$ cat src/rtl/chim_pkg.sv
// Shared types, widths and constant tables of the channel intensity mapper.
// No dependencies.
package chim_pkg;

  localparam int unsigned DATA_W         = 32;
  localparam int unsigned PCT_W          = 7;
  localparam int unsigned COUNT_BITS_DEF = 32;
  localparam int unsigned LOG_STEPS      = 100;
  localparam int unsigned S_W            = 34;   // holds values below 10^10
  localparam int unsigned DEC_W          = 4;
  localparam int unsigned HUND_W         = 7;
  localparam int unsigned LOGH_W         = 10;
  localparam int unsigned PROD_W         = 39;   // height * 100
  localparam int unsigned Q_STEPS        = 7;    // quotient bits below 128
  localparam int unsigned CFG_IDX_W      = 3;
  localparam int unsigned BN_W           = 3400; // holds 10^999 and s^100
  localparam int unsigned PCT_FULL       = 100;
  localparam int unsigned LOG_ONE        = LOG_STEPS / 2;

  typedef enum logic [CFG_IDX_W-1:0] {
    REG_FLOOR      = 3'd0,
    REG_CUT        = 3'd1,
    REG_CEIL_EN    = 3'd2,
    REG_LOG        = 3'd3,
    REG_PCT_DIV    = 3'd4
  } cfg_reg_e;

  typedef struct packed {
    logic [DATA_W-1:0] floor_level;
    logic [DATA_W-1:0] cut_level;
    logic              ceiling_enable;
    logic              log_mode;
    logic [DATA_W-1:0] pct_div;     // zero already mapped to one
  } cfg_t;

  typedef logic [S_W-1:0] pow_tab_t [11];
  typedef logic [S_W-1:0] thr_tab_t [LOG_STEPS];

  function automatic pow_tab_t build_pow10();
    pow_tab_t t;
    int       k;
    t[0] = S_W'(1);
    for (k = 1; k < 11; k++) begin
      t[k] = t[k-1] * S_W'(10);
    end
    return t;
  endfunction

  localparam pow_tab_t POW10 = build_pow10();

  function automatic logic [BN_W-1:0] pow100(logic [S_W-1:0] s);
    logic [BN_W-1:0] b;
    logic [BN_W-1:0] p4;
    logic [BN_W-1:0] p32;
    b   = BN_W'(s);
    b   = b * b;
    b   = b * b;
    p4  = b;
    b   = b * b;
    b   = b * b;
    b   = b * b;
    p32 = b;
    b   = b * b;
    b   = b * p32;
    return b * p4;
  endfunction

  // Entry h is the smallest s with s^100 >= 10^(900+h).
  function automatic thr_tab_t build_thr();
    thr_tab_t        t;
    logic [BN_W-1:0] target;
    logic [S_W-1:0]  lo;
    logic [S_W-1:0]  hi;
    logic [S_W-1:0]  mid;
    int              i;
    int              h;
    target = BN_W'(1);
    for (i = 0; i < 900; i++) begin
      target = target * BN_W'(10);
    end
    lo = POW10[9] - S_W'(1);
    for (h = 0; h < LOG_STEPS; h++) begin
      hi = POW10[10];
      while (hi - lo > S_W'(1)) begin
        mid = lo + ((hi - lo) >> 1);
        if (pow100(mid) >= target) begin
          hi = mid;
        end else begin
          lo = mid;
        end
      end
      t[h]   = hi;
      lo     = hi - S_W'(1);
      target = target * BN_W'(10);
    end
    return t;
  endfunction

  localparam thr_tab_t THR_TAB = build_thr();

endpackage

$ cat src/rtl/chim_cut.sv
// Floor and ceiling cut stage of the intensity mapper.
// Depends on chim_pkg.
module chim_cut #(
  parameter int unsigned COUNT_BITS = chim_pkg::COUNT_BITS_DEF
) (
  input  logic                        clk_i,
  input  logic                        rst_ni,
  input  logic                        en_i,
  input  logic                        valid_i,
  input  logic [chim_pkg::DATA_W-1:0] count_i,
  input  chim_pkg::cfg_t              cfg_i,
  output logic                        valid_o,
  output logic [chim_pkg::DATA_W-1:0] height_o
);
  import chim_pkg::*;

  localparam logic [DATA_W-1:0] CMASK =
    DATA_W'((64'(1) << COUNT_BITS) - 64'(1));

  logic [DATA_W-1:0] v, fl, cut, ceil_rel, diff, ht_d, ht_q;
  logic              valid_q;

  always_comb begin
    v        = count_i & CMASK;
    fl       = cfg_i.floor_level & CMASK;
    cut      = cfg_i.cut_level & CMASK;
    ceil_rel = (cut >= fl) ? cut - fl : '0;
    diff     = v - fl;
    if (v < fl) begin
      ht_d = '0;
    end else if (diff > ceil_rel) begin
      ht_d = cfg_i.ceiling_enable ? '0 : ceil_rel;
    end else begin
      ht_d = diff;
    end
  end

  always_ff @(posedge clk_i or negedge rst_ni) begin
    if (!rst_ni) begin
      valid_q <= 1'b0;
    end else if (en_i) begin
      valid_q <= valid_i;
    end
  end

  always_ff @(posedge clk_i) begin
    if (en_i) begin
      ht_q <= ht_d;
    end
  end

  assign valid_o  = valid_q;
  assign height_o = ht_q;
endmodule

$ cat src/rtl/chim_log.sv
// Hundredths-of-decade log pipeline or bypass: decade, scale, compare, sum.
// Depends on chim_pkg (power and threshold tables).
module chim_log (
  input  logic                        clk_i,
  input  logic                        rst_ni,
  input  logic                        en_i,
  input  logic                        log_en_i,
  input  logic                        valid_i,
  input  logic [chim_pkg::DATA_W-1:0] height_i,
  output logic                        valid_o,
  output logic [chim_pkg::DATA_W-1:0] height_o
);
  import chim_pkg::*;

  logic [3:0]              valid_q;
  logic [DATA_W-1:0]       v2_q, v3_q, v4_q, h5_q;
  logic [DEC_W-1:0]        d2_d, d2_q, d3_q, d4_q;
  logic [S_W-1:0]          s3_d, s3_q;
  logic [LOG_STEPS-1:1]    ge4_d, ge4_q;
  logic [HUND_W-1:0]       hund;
  logic [DATA_W-1:0]       h5_d;

  // Decade: count of the powers of ten from 10 to 10^9 not above the value.
  always_comb begin
    d2_d = '0;
    for (int k = 1; k < 10; k++) begin
      if (S_W'(height_i) >= POW10[k]) d2_d = d2_d + DEC_W'(1);
    end
  end

  // Scale into the range [10^9, 10^10).
  assign s3_d = S_W'((S_W + DATA_W)'(v2_q) * (S_W + DATA_W)'(POW10[DEC_W'(9) - d2_q]));

  always_comb begin
    for (int h = 1; h < LOG_STEPS; h++) begin
      ge4_d[h] = (s3_q >= THR_TAB[h]);
    end
  end

  always_comb begin
    hund = HUND_W'($countones(ge4_q));
    if (!log_en_i) begin
      h5_d = v4_q;
    end else if (v4_q == '0) begin
      h5_d = '0;
    end else if (v4_q == DATA_W'(1)) begin
      h5_d = DATA_W'(LOG_ONE);
    end else begin
      h5_d = DATA_W'(LOGH_W'(d4_q) * LOGH_W'(LOG_STEPS) + LOGH_W'(hund));
    end
  end

  always_ff @(posedge clk_i or negedge rst_ni) begin
    if (!rst_ni) begin
      valid_q <= '0;
    end else if (en_i) begin
      valid_q <= {valid_q[2:0], valid_i};
    end
  end

  always_ff @(posedge clk_i) begin
    if (en_i) begin
      v2_q  <= height_i;
      d2_q  <= d2_d;
      v3_q  <= v2_q;
      d3_q  <= d2_q;
      s3_q  <= s3_d;
      v4_q  <= v3_q;
      d4_q  <= d3_q;
      ge4_q <= ge4_d;
      h5_q  <= h5_d;
    end
  end

  assign valid_o  = valid_q[3];
  assign height_o = h5_q;
endmodule

$ cat src/rtl/chim_pct.sv
// Percent-of-full-scale stage: product, saturation test, restoring division.
// Depends on chim_pkg.
module chim_pct (
  input  logic                        clk_i,
  input  logic                        rst_ni,
  input  logic                        en_i,
  input  logic [chim_pkg::DATA_W-1:0] pct_div_i,
  input  logic                        valid_i,
  input  logic [chim_pkg::DATA_W-1:0] height_i,
  output logic                        valid_o,
  output logic [chim_pkg::DATA_W-1:0] height_o,
  output logic [chim_pkg::PCT_W-1:0]  pct_o
);
  import chim_pkg::*;

  localparam int unsigned NST = Q_STEPS + 2;

  logic [NST-1:0]    valid_q;
  logic [PROD_W-1:0] pa_q, pb_q;
  logic [DATA_W-1:0] ha_q, hb_q;
  logic              sat_q;
  logic [PROD_W-1:0] fs_w;

  logic [PROD_W-1:0] rem_q [Q_STEPS];
  logic [PCT_W-1:0]  q_q   [Q_STEPS];
  logic [DATA_W-1:0] ht_q  [Q_STEPS];
  logic              st_q  [Q_STEPS];

  assign fs_w = PROD_W'(pct_div_i);

  always_ff @(posedge clk_i or negedge rst_ni) begin
    if (!rst_ni) begin
      valid_q <= '0;
    end else if (en_i) begin
      valid_q <= {valid_q[NST-2:0], valid_i};
    end
  end

  always_ff @(posedge clk_i) begin
    if (en_i) begin
      pa_q  <= PROD_W'(height_i) * PROD_W'(PCT_FULL);
      ha_q  <= height_i;
      pb_q  <= pa_q;
      hb_q  <= ha_q;
      sat_q <= (pa_q >= fs_w * PROD_W'(PCT_FULL));
    end
  end

  for (genvar j = 0; j < Q_STEPS; j++) begin : g_step
    localparam int unsigned SH = Q_STEPS - 1 - j;
    logic [PROD_W-1:0] rem_in, dvs, rem_d;
    logic [PCT_W-1:0]  q_in, q_d;
    logic [DATA_W-1:0] ht_in;
    logic              st_in;

    if (j == 0) begin : g_first
      assign rem_in = pb_q;
      assign q_in   = '0;
      assign ht_in  = hb_q;
      assign st_in  = sat_q;
    end else begin : g_next
      assign rem_in = rem_q[j-1];
      assign q_in   = q_q[j-1];
      assign ht_in  = ht_q[j-1];
      assign st_in  = st_q[j-1];
    end

    always_comb begin
      dvs   = fs_w << SH;
      rem_d = rem_in;
      q_d   = q_in;
      if (rem_in >= dvs) begin
        rem_d = rem_in - dvs;
        q_d   = q_in | PCT_W'(1 << SH);
      end
      // Final step: saturate and raise a nonzero height to at least one.
      if (j == Q_STEPS - 1) begin
        if (st_in) begin
          q_d = PCT_W'(PCT_FULL);
        end else if (q_d == '0 && ht_in != '0) begin
          q_d = PCT_W'(1);
        end
      end
    end

    always_ff @(posedge clk_i) begin
      if (en_i) begin
        rem_q[j] <= rem_d;
        q_q[j]   <= q_d;
        ht_q[j]  <= ht_in;
        st_q[j]  <= st_in;
      end
    end
  end

  assign valid_o  = valid_q[NST-1];
  assign height_o = ht_q[Q_STEPS-1];
  assign pct_o    = q_q[Q_STEPS-1];
endmodule

$ cat src/rtl/channel_intensity_mapper.sv
// Top level of the channel intensity mapper: config registers, pipeline glue.
// Depends on chim_pkg, chim_cut, chim_log and chim_pct.
//
// Maps one histogram channel count per request to a plot height and a
// percent-of-full-scale intensity. The pipeline accepts one request every
// cycle while the master side does not stall, through 14 register stages of
// which the first loads at the accepting edge: one cut stage (floor subtract
// and ceiling test), four log stages (decade search, scale multiply, threshold
// compare, hundredths sum), two percent stages (the times-100 product and the
// saturation test) and seven restoring division stages, one quotient bit
// each. The whole pipeline advances as one when the output register is empty
// or taken, so a stall on the master side holds every stage. Write
// configuration only while no requests are in flight.
module channel_intensity_mapper #(
  parameter int unsigned COUNT_BITS = chim_pkg::COUNT_BITS_DEF
) (
  input  logic                           clk_i,
  input  logic                           rst_ni,
  // Config write channel.
  input  logic                           cfg_valid_i,
  output logic                           cfg_ready_o,
  input  logic [chim_pkg::CFG_IDX_W-1:0] cfg_index_i,
  input  logic [chim_pkg::DATA_W-1:0]    cfg_data_i,
  // Input stream.
  input  logic                           s_axis_tvalid,
  output logic                           s_axis_tready,
  input  logic [31:0]                    s_axis_tdata,  // [31:0] channel_count
  // Result stream.
  output logic                           m_axis_tvalid,
  input  logic                           m_axis_tready,
  output logic [39:0]                    m_axis_tdata   // [31:0] plot_height,
                                                        // [38:32] intensity_percent
);
  import chim_pkg::*;

  logic [DATA_W-1:0] floor_q, cut_q, fs_q;
  logic              ceil_en_q, log_q;
  cfg_t              cfg;
  logic              en;
  logic              cut_valid, log_valid, out_valid;
  logic [DATA_W-1:0] cut_ht, log_ht, out_ht;
  logic [PCT_W-1:0]  out_pct;

  // Config port never stalls.
  assign cfg_ready_o = 1'b1;

  always_ff @(posedge clk_i or negedge rst_ni) begin
    if (!rst_ni) begin
      floor_q   <= '0;
      cut_q     <= '1;
      ceil_en_q <= 1'b0;
      log_q     <= 1'b0;
      fs_q      <= DATA_W'(1);
    end else if (cfg_valid_i) begin
      case (cfg_index_i)
        REG_FLOOR:      floor_q   <= cfg_data_i;
        REG_CUT:        cut_q     <= cfg_data_i;
        REG_CEIL_EN:    ceil_en_q <= cfg_data_i[0];
        REG_LOG:        log_q     <= cfg_data_i[0];
        REG_PCT_DIV:    fs_q      <= cfg_data_i;
        default:        ;  // drop writes beyond the register list
      endcase
    end
  end

  always_comb begin
    cfg.floor_level    = floor_q;
    cfg.cut_level      = cut_q;
    cfg.ceiling_enable = ceil_en_q;
    cfg.log_mode       = log_q;
    // A zero full scale divides as one.
    cfg.pct_div        = (fs_q == '0) ? DATA_W'(1) : fs_q;
  end

  // Advance every stage when the output register is free or being taken.
  assign en            = !out_valid || m_axis_tready;
  assign s_axis_tready = en;

  chim_cut #(.COUNT_BITS(COUNT_BITS)) u_cut (
    .clk_i    (clk_i),
    .rst_ni   (rst_ni),
    .en_i     (en),
    .valid_i  (s_axis_tvalid),
    .count_i  (s_axis_tdata),
    .cfg_i    (cfg),
    .valid_o  (cut_valid),
    .height_o (cut_ht)
  );

  chim_log u_log (
    .clk_i    (clk_i),
    .rst_ni   (rst_ni),
    .en_i     (en),
    .log_en_i (cfg.log_mode),
    .valid_i  (cut_valid),
    .height_i (cut_ht),
    .valid_o  (log_valid),
    .height_o (log_ht)
  );

  chim_pct u_pct (
    .clk_i     (clk_i),
    .rst_ni    (rst_ni),
    .en_i      (en),
    .pct_div_i (cfg.pct_div),
    .valid_i   (log_valid),
    .height_i  (log_ht),
    .valid_o   (out_valid),
    .height_o  (out_ht),
    .pct_o     (out_pct)
  );

  assign m_axis_tvalid = out_valid;
  assign m_axis_tdata  = {1'b0, out_pct, out_ht};
endmodule

$ cat config.mk
export PLATFORM = sky130hd
export DESIGN_NAME = channel_intensity_mapper
export DESIGN_NICKNAME = d
export VERILOG_FILES = /design/src/rtl/chim_pkg.sv /design/src/rtl/chim_cut.sv /design/src/rtl/chim_log.sv /design/src/rtl/chim_pct.sv /design/src/rtl/channel_intensity_mapper.sv
export SDC_FILE = /design/constraint.sdc
export NUM_CORES = 2
export LEC_CHECK = 0
export ABC_CLOCK_PERIOD_IN_PS = 95300
export BUFFER_PORTS_ARGS = -buffer_cell sky130_fd_sc_hd__buf_2
export CAP_MARGIN = 20
export CELL_PAD_IN_SITES_DETAIL_PLACEMENT = 1
export CELL_PAD_IN_SITES_GLOBAL_PLACEMENT = 1
export CORE_ASPECT_RATIO = 0.5
export CORE_MARGIN = 10
export CORE_UTILIZATION = 56
export CTS_BUF_LIST = sky130_fd_sc_hd__clkbuf_16
export CTS_CLUSTER_DIAMETER = 50
export CTS_CLUSTER_SIZE = 14
export DETAILED_ROUTE_END_ITERATION = 8
export HOLD_SLACK_MARGIN = 0.15
export PLACE_DENSITY_LB_ADDON = 0.1
export RECOVER_POWER = 25
export SYNTH_ARGS = -nofsm -noshare
export SYNTH_HDL_FRONTEND = slang
export SYNTH_SLANG_ARGS = --single-unit
$ cat constraint.sdc
create_clock -name clk_i -period 95.3 [get_ports clk_i]
set_input_delay 19.06 -clock clk_i [delete_from_list [all_inputs] [get_ports clk_i]]
set_output_delay 19.06 -clock clk_i [all_outputs]
set_load 0.01 [all_outputs]
==> flow_summary.rst, run 1 <==
.. list-table::
   :header-rows: 1

   * - Metric
     - Value
   * - Total of buffers placed on input and output ports
     - 112
   * - Number of placement rows
     - a little over 100
   * - Post-Syn Instances
     - 9,080
   * - Register bit total from synthesis
     - 1,022
   * - Total standard cell area after synthesis
     - between 80,000 and 90,000 um^2
   * - Net Count, Synth
     - 10,556
   * - Chip width
     - 580.9 um
   * - Initial Util
     - between 50% and 60%
   * - Last stage reached
     - 5_1_grt
   * - Clock root buffer
     - clkbuf_16
   * - Average footprint of a synthesized cell
     - 9.700 um^2
   * - Number of placed I/O pins
     - 115
   * - Grt total ovfl
     - 12
   * - Warning count from the yosys run
     - 0
   * - Total of cells resized after clock tree synthesis
     - 0
   * - Worst Setup Slack post-DPL
     - 56,230 ps
   * - Share of flip-flops with an asynchronous set or reset after synthesis
     - 10.96%
   * - Hpwl dp
     - 320.3 mm
   * - Result of the run
     - stopped before the end
   * - Synth top area cells
     - edfxtp_1 (31%), fa_1 (14%), ha_1 (11%)
   * - Most used flip-flop cell after synthesis
     - edfxtp_1
   * - Total CTS buffers
     - 102
   * - Overall Global Routing Usage
     - 66.96%
   * - Number of synthesized flops with an enable pin
     - 910
   * - Routability Congestion
     - 1.122
   * - Count of hold buffers inserted by post-cts repair
     - 0
   * - Maximum root-to-sink buffer count
     - 3
   * - Postcts setup bufs
     - 0
   * - Largest area contributor in the synthesized netlist
     - edfxtp_1
   * - Initial antenna violation count
     - 90
   * - H-Tree Depth
     - 3
   * - Err
     - [ERROR GRT-0232] Routing congestion too high. Check the congestion heatmap in the GUI.
   * - Pin count of the biggest net entering global routing
     - 192
   * - Most frequent cell after synthesis
     - inv_1
   * - Number of placed cells counting well taps
     - 11,069
   * - Cell variety after synth
     - 102
   * - Clock Sink Count
     - between 1,000 and 1,500
   * - Height of the chip
     - about 300 um
   * - Top cell type's share of synthesized area
     - 31.03%
   * - Most frequent cells after synthesis
     - inv_1 (1,176), edfxtp_1 (910), nand2_1 (894)
   * - Sequential cell area fraction in the yosys report
     - 34.25%
## layer usage
layer,GRT overflow,track usage (%)
met1,0,67.42
met2,5,82.70
met3,0,52.93
met4,7,62.39
met5,0,35.08
## kinds of logic after synthesis
| group | Yosys count | share of synthesized area [%] |
|---|---|---|
| DFF | 1022 | 34.25 |
| and+or+nand+nor | 2683 | 15.01 |
| xor gates and xnor gates | 378 | 3.851 |
| muxes | 94 | 1.185 |
| other | 2 | 0.008527 |
| AOI/OAI and AO/OA | 1934 | 13.74 |
| buffers and inverters | 1563 | 6.685 |
| adders and majority gates | 1404 | 25.26 |
## metrics by stage
stage,area (um^2),util [%]
CTS,94660,60.89
detailed placement,91310,58.74
global placement,91280,58.72
floorplan,88080,-
==> inputs of run 2 (changes only) <==
CELL_PAD_IN_SITES_DETAIL_PLACEMENT = not set   (was 1)
CELL_PAD_IN_SITES_GLOBAL_PLACEMENT = not set   (was 1)
CORE_ASPECT_RATIO = not set   (was 0.5)
CORE_UTILIZATION = 40   (was 56)
CTS_BUF_LIST = not set   (was sky130_fd_sc_hd__clkbuf_16)
CTS_CLUSTER_DIAMETER = not set   (was 50)
CTS_CLUSTER_SIZE = not set   (was 14)
HOLD_SLACK_MARGIN = not set   (was 0.15)
PLACE_DENSITY_LB_ADDON = 0.15   (was 0.1)
==> flow_summary.rst, run 2 <==
.. list-table::
   :header-rows: 1

   * - Metric
     - Value
   * - Critical Path Fanout Max
     - 30
   * - Total of cells resized after clock tree synthesis
     - 0 (unchanged)
   * - Share of flip-flops with an asynchronous set or reset after synthesis
     - 10.96% (unchanged)
   * - Worst Setup Slack post-DPL
     - 56,160 ps (-63.40 ps)
   * - Largest registers ranked by flip-flop count
     - u_pct.ht_q (224), u_pct.rem_q (214), u_log.ge4_q (99)
   * - RSZ-0062 raised after global routing
     - no
   * - Core utilization of the finished layout
     - between 40% and 50%
   * - Routed wire length per instance
     - 30.31 um
   * - Top register by number of flip-flops
     - u_pct.ht_q
   * - Post-Route Setup TNS
     - 0 ps
   * - Synth top area cells
     - edfxtp_1 (31%), fa_1 (14%), ha_1 (11%)
   * - Number of synthesized flops with an enable pin
     - 910 (unchanged)
   * - Number of pins exceeding their max-slew limit in the final report
     - 602
   * - Cells along the critical path
     - buf_2 > nand2b_4 > buf_2
   * - Routed vias/inst
     - 5.853
   * - Critical path startpoint category
     - primary input
   * - Routability Congestion
     - 1.030 (-8.2%)
   * - Leading cell types in the layout, fill and taps excluded
     - inv_1 (1,176), edfxtp_1 (910), nand2_1 (893)
   * - Reported max-cap violation count
     - 23
   * - Flip-flop count of the largest register after layout
     - between 200 and 250
   * - Number of global-route vias before repair
     - 71,850
   * - Count of hold buffers inserted by post-cts repair
     - 0 (unchanged)
   * - Setup-violating endpoint count in the final report
     - 0
   * - Count of fill cells added during filler insertion
     - 21,096
   * - Critical path type
     - in2out
   * - Result of the run
     - finished with violations
   * - Initial antenna violation count
     - 28
   * - Number of instances on the worst hold path
     - 0
   * - Post-route minimum period
     - 39,090 ps
   * - Most used flip-flop cell after synthesis
     - edfxtp_1
   * - Hpwl dp
     - 285.3 mm (-11%)
   * - Number of nets with antenna violations after detailed routing
     - 0
   * - Clk_lat worst skew
     - about 810 ps
   * - Total of buffers placed on input and output ports
     - 112 (unchanged)
   * - Final net count
     - roughly 11,000
   * - H-Tree Depth
     - 3 (unchanged)
   * - Ratio of final minimum period to clock period
     - 41.02%
   * - Core outline area
     - 219,300 um^2
   * - Violations in the final reports
     - capacitance limit, slew limit
   * - Highest clock rate
     - 0.02558 GHz
   * - Category of cells accounting for the largest share of critical-path delay
     - simple AND/OR/NAND/NOR gates
   * - Cell variety after synth
     - 102 (unchanged)
   * - Flop2flop setup slack
     - 82,640 ps
   * - Endpoint of the worst register-to-register path
     - u_log.s3_q[32]
   * - Critical Path Most Common Cell
     - buf_2
   * - Number of placement rows
     - 172 (+69%)
   * - Most frequent cell after synthesis
     - inv_1
   * - Die footprint
     - 239,400 um^2
   * - Sequential cell area fraction in the yosys report
     - 34.25% (unchanged)
   * - Net Count, Synth
     - 10,556 (unchanged)
   * - Area Overhead vs Synth
     - 9.529%
   * - Post-Route Skew
     - 96.06 ps
   * - Wirelength, routed
     - 367.1 mm
   * - Total standard cell area after synthesis
     - 88,080 um^2 (unchanged)
   * - Global-route wire length before repair
     - 521.4 mm
   * - Height of the chip
     - 489.2 um (+63%)
   * - Most frequent cells after synthesis
     - inv_1 (1,176), edfxtp_1 (910), nand2_1 (894)
   * - Clock Sink Count
     - 1,022 (unchanged)
   * - Slack of the critical path
     - 56,210 ps
   * - Tightest Pin Transition
     - 3016 ps
   * - Total buffers and inverters traversed by the critical path
     - 2
   * - Hold Violations, Final
     - 0
   * - Largest area contributor in the synthesized netlist
     - edfxtp_1
   * - Average footprint of a synthesized cell
     - 9.700 um^2 (unchanged)
   * - Hold worst-path end
     - u_pct.g_step[0].ht_in[11]
   * - Most frequent standard cell in the layout excluding fill and tap cells
     - inv_1
   * - Overall Global Routing Usage
     - approximately 30%
   * - Top cell type's share of synthesized area
     - 31.03% (unchanged)
   * - Pin count of the biggest net entering global routing
     - 170
   * - Hold path start
     - u_pct.ha_q[11]
   * - Number of placed cells counting well taps
     - 11,876 (+7.3%)
   * - Chip width
     - 489.2 um (-16%)
   * - Fraction of final layout cells with drive strength greater than 1
     - 7.638%
   * - Total via count after detailed routing
     - roughly 71,000
   * - Warning count from the yosys run
     - 0 (unchanged)
   * - Initial Util
     - 40.16% (-16 points)
   * - Maximum root-to-sink buffer count
     - 3 (unchanged)
   * - Worst Path Required
     - between 70,000 and 80,000 ps
   * - Number of violations reported at the end of detailed-routing iteration 0
     - 6,341
   * - Total CTS buffers
     - 116 (+14%)
   * - Clock root buffer
     - clkbuf_16
   * - Postcts setup bufs
     - 0 (unchanged)
   * - Depth of the worst register-to-register path
     - 32
   * - Grt total ovfl
     - 0
   * - Path class of the lowest-slack min-delay path
     - reg2reg
   * - Number of placed I/O pins
     - 115 (unchanged)
   * - Post-Syn Instances
     - 9,080 (unchanged)
   * - Slew margin rel.
     - -101.1%
   * - CTS clk-pin slew, worst paths
     - 60 ps
   * - Max stage delay cell, worst path
     - nand2b_4
   * - Register bit total from synthesis
     - 1,022 (unchanged)
   * - DRC violations left
     - 0
   * - Total iterations of the first detailed-routing run
     - 6
   * - Delay of the slowest cell on the worst path
     - 460 ps
   * - Layout Cells excl Fill
     - 12,113
   * - Reg-to-reg startpoint
     - u_log.d2_q[1]
   * - Kind of end point of the critical path
     - output pin
   * - Arr. time, crit path
     - around 20,000 ps
   * - CTS tree
     - done
run 2: cell counts after synthesis:
Identical to the previous run, type by type.
run 2: worst max path at each step:
stage | from | slack (ps) | endpoint | depth (start not counted)
after floorplan | m_axis_tready | 32110 | s_axis_tready | 3
after global placement | m_axis_tready | 56170 | s_axis_tready | 3
after detailed placement | m_axis_tready | 56160 | s_axis_tready | 3
after CTS | m_axis_tready | 56160 | s_axis_tready | 3
after global routing | m_axis_tready | 56140 | s_axis_tready | 3
final | m_axis_tready | 56210 | s_axis_tready | 3
run 2: worst register-to-register path: cells and delay by family (launching register included):
family | cells | cell delay (ps)
compound gates | 6 | 1880
xor+xnor | 2 | 570
fa+ha+maj | 10 | 4460
buf+inv | 9 | 4090
flops | 1 | 320
simple gates | 5 | 1100
run 2: metrics by stage:
stage               hold WS, ps  instance area, um^2
floorplan                 400.3                88080
global placement          400.5                92450
detailed placement        404.5                92480
CTS                       325.4                96520
global route              345.8                96450
finish                    353.2                96470
run 2: cell families after synthesis:
| logic type | synth area share (%) |
|---|---|
| AOI/OAI and AO/OA | 13.74 |
| buffers and inverters | 6.685 |
| and+or+nand+nor | 15.01 |
| adders and majority gates | 25.26 |
| muxes | 1.185 |
| xor gates and xnor gates | 3.851 |
| DFF | 34.25 |
| other | 0.008527 |
run 2: routing by layer:
layer  wire, um  GRT usage [%]  part of all wire, %  vias to the layer above
met2     170600          49.64                   46                     2653
met4      27420          18.04                  7.5                       18
met3      21200          4.152                  5.8                      824
met1     147700          37.49                   40                    35598
met5        147              0                0.040                        -
li1           -              -                    -                    31804
run 2: area by class of cell:
cell class / instances / area, um^2 / area share (%)
clock buffer: 152 / 3172 / 3.288
multi-input combinational: 6495 / 52200 / 54.11
clock inverter: 68 / 860.8 / 0.8923
inverter: 1177 / 4418 / 4.580
timing repair buffer: 316 / 2029 / 2.104
tap: 2871 / 3592 / 3.724
sequential: 1022 / 30170 / 31.27
antenna: 12 / 30.03 / 0.03113
Power of run 2 is left out: the tool's default activity adds up to more than one toggle a clock period on the data nets, which glitch-free logic cannot reach.
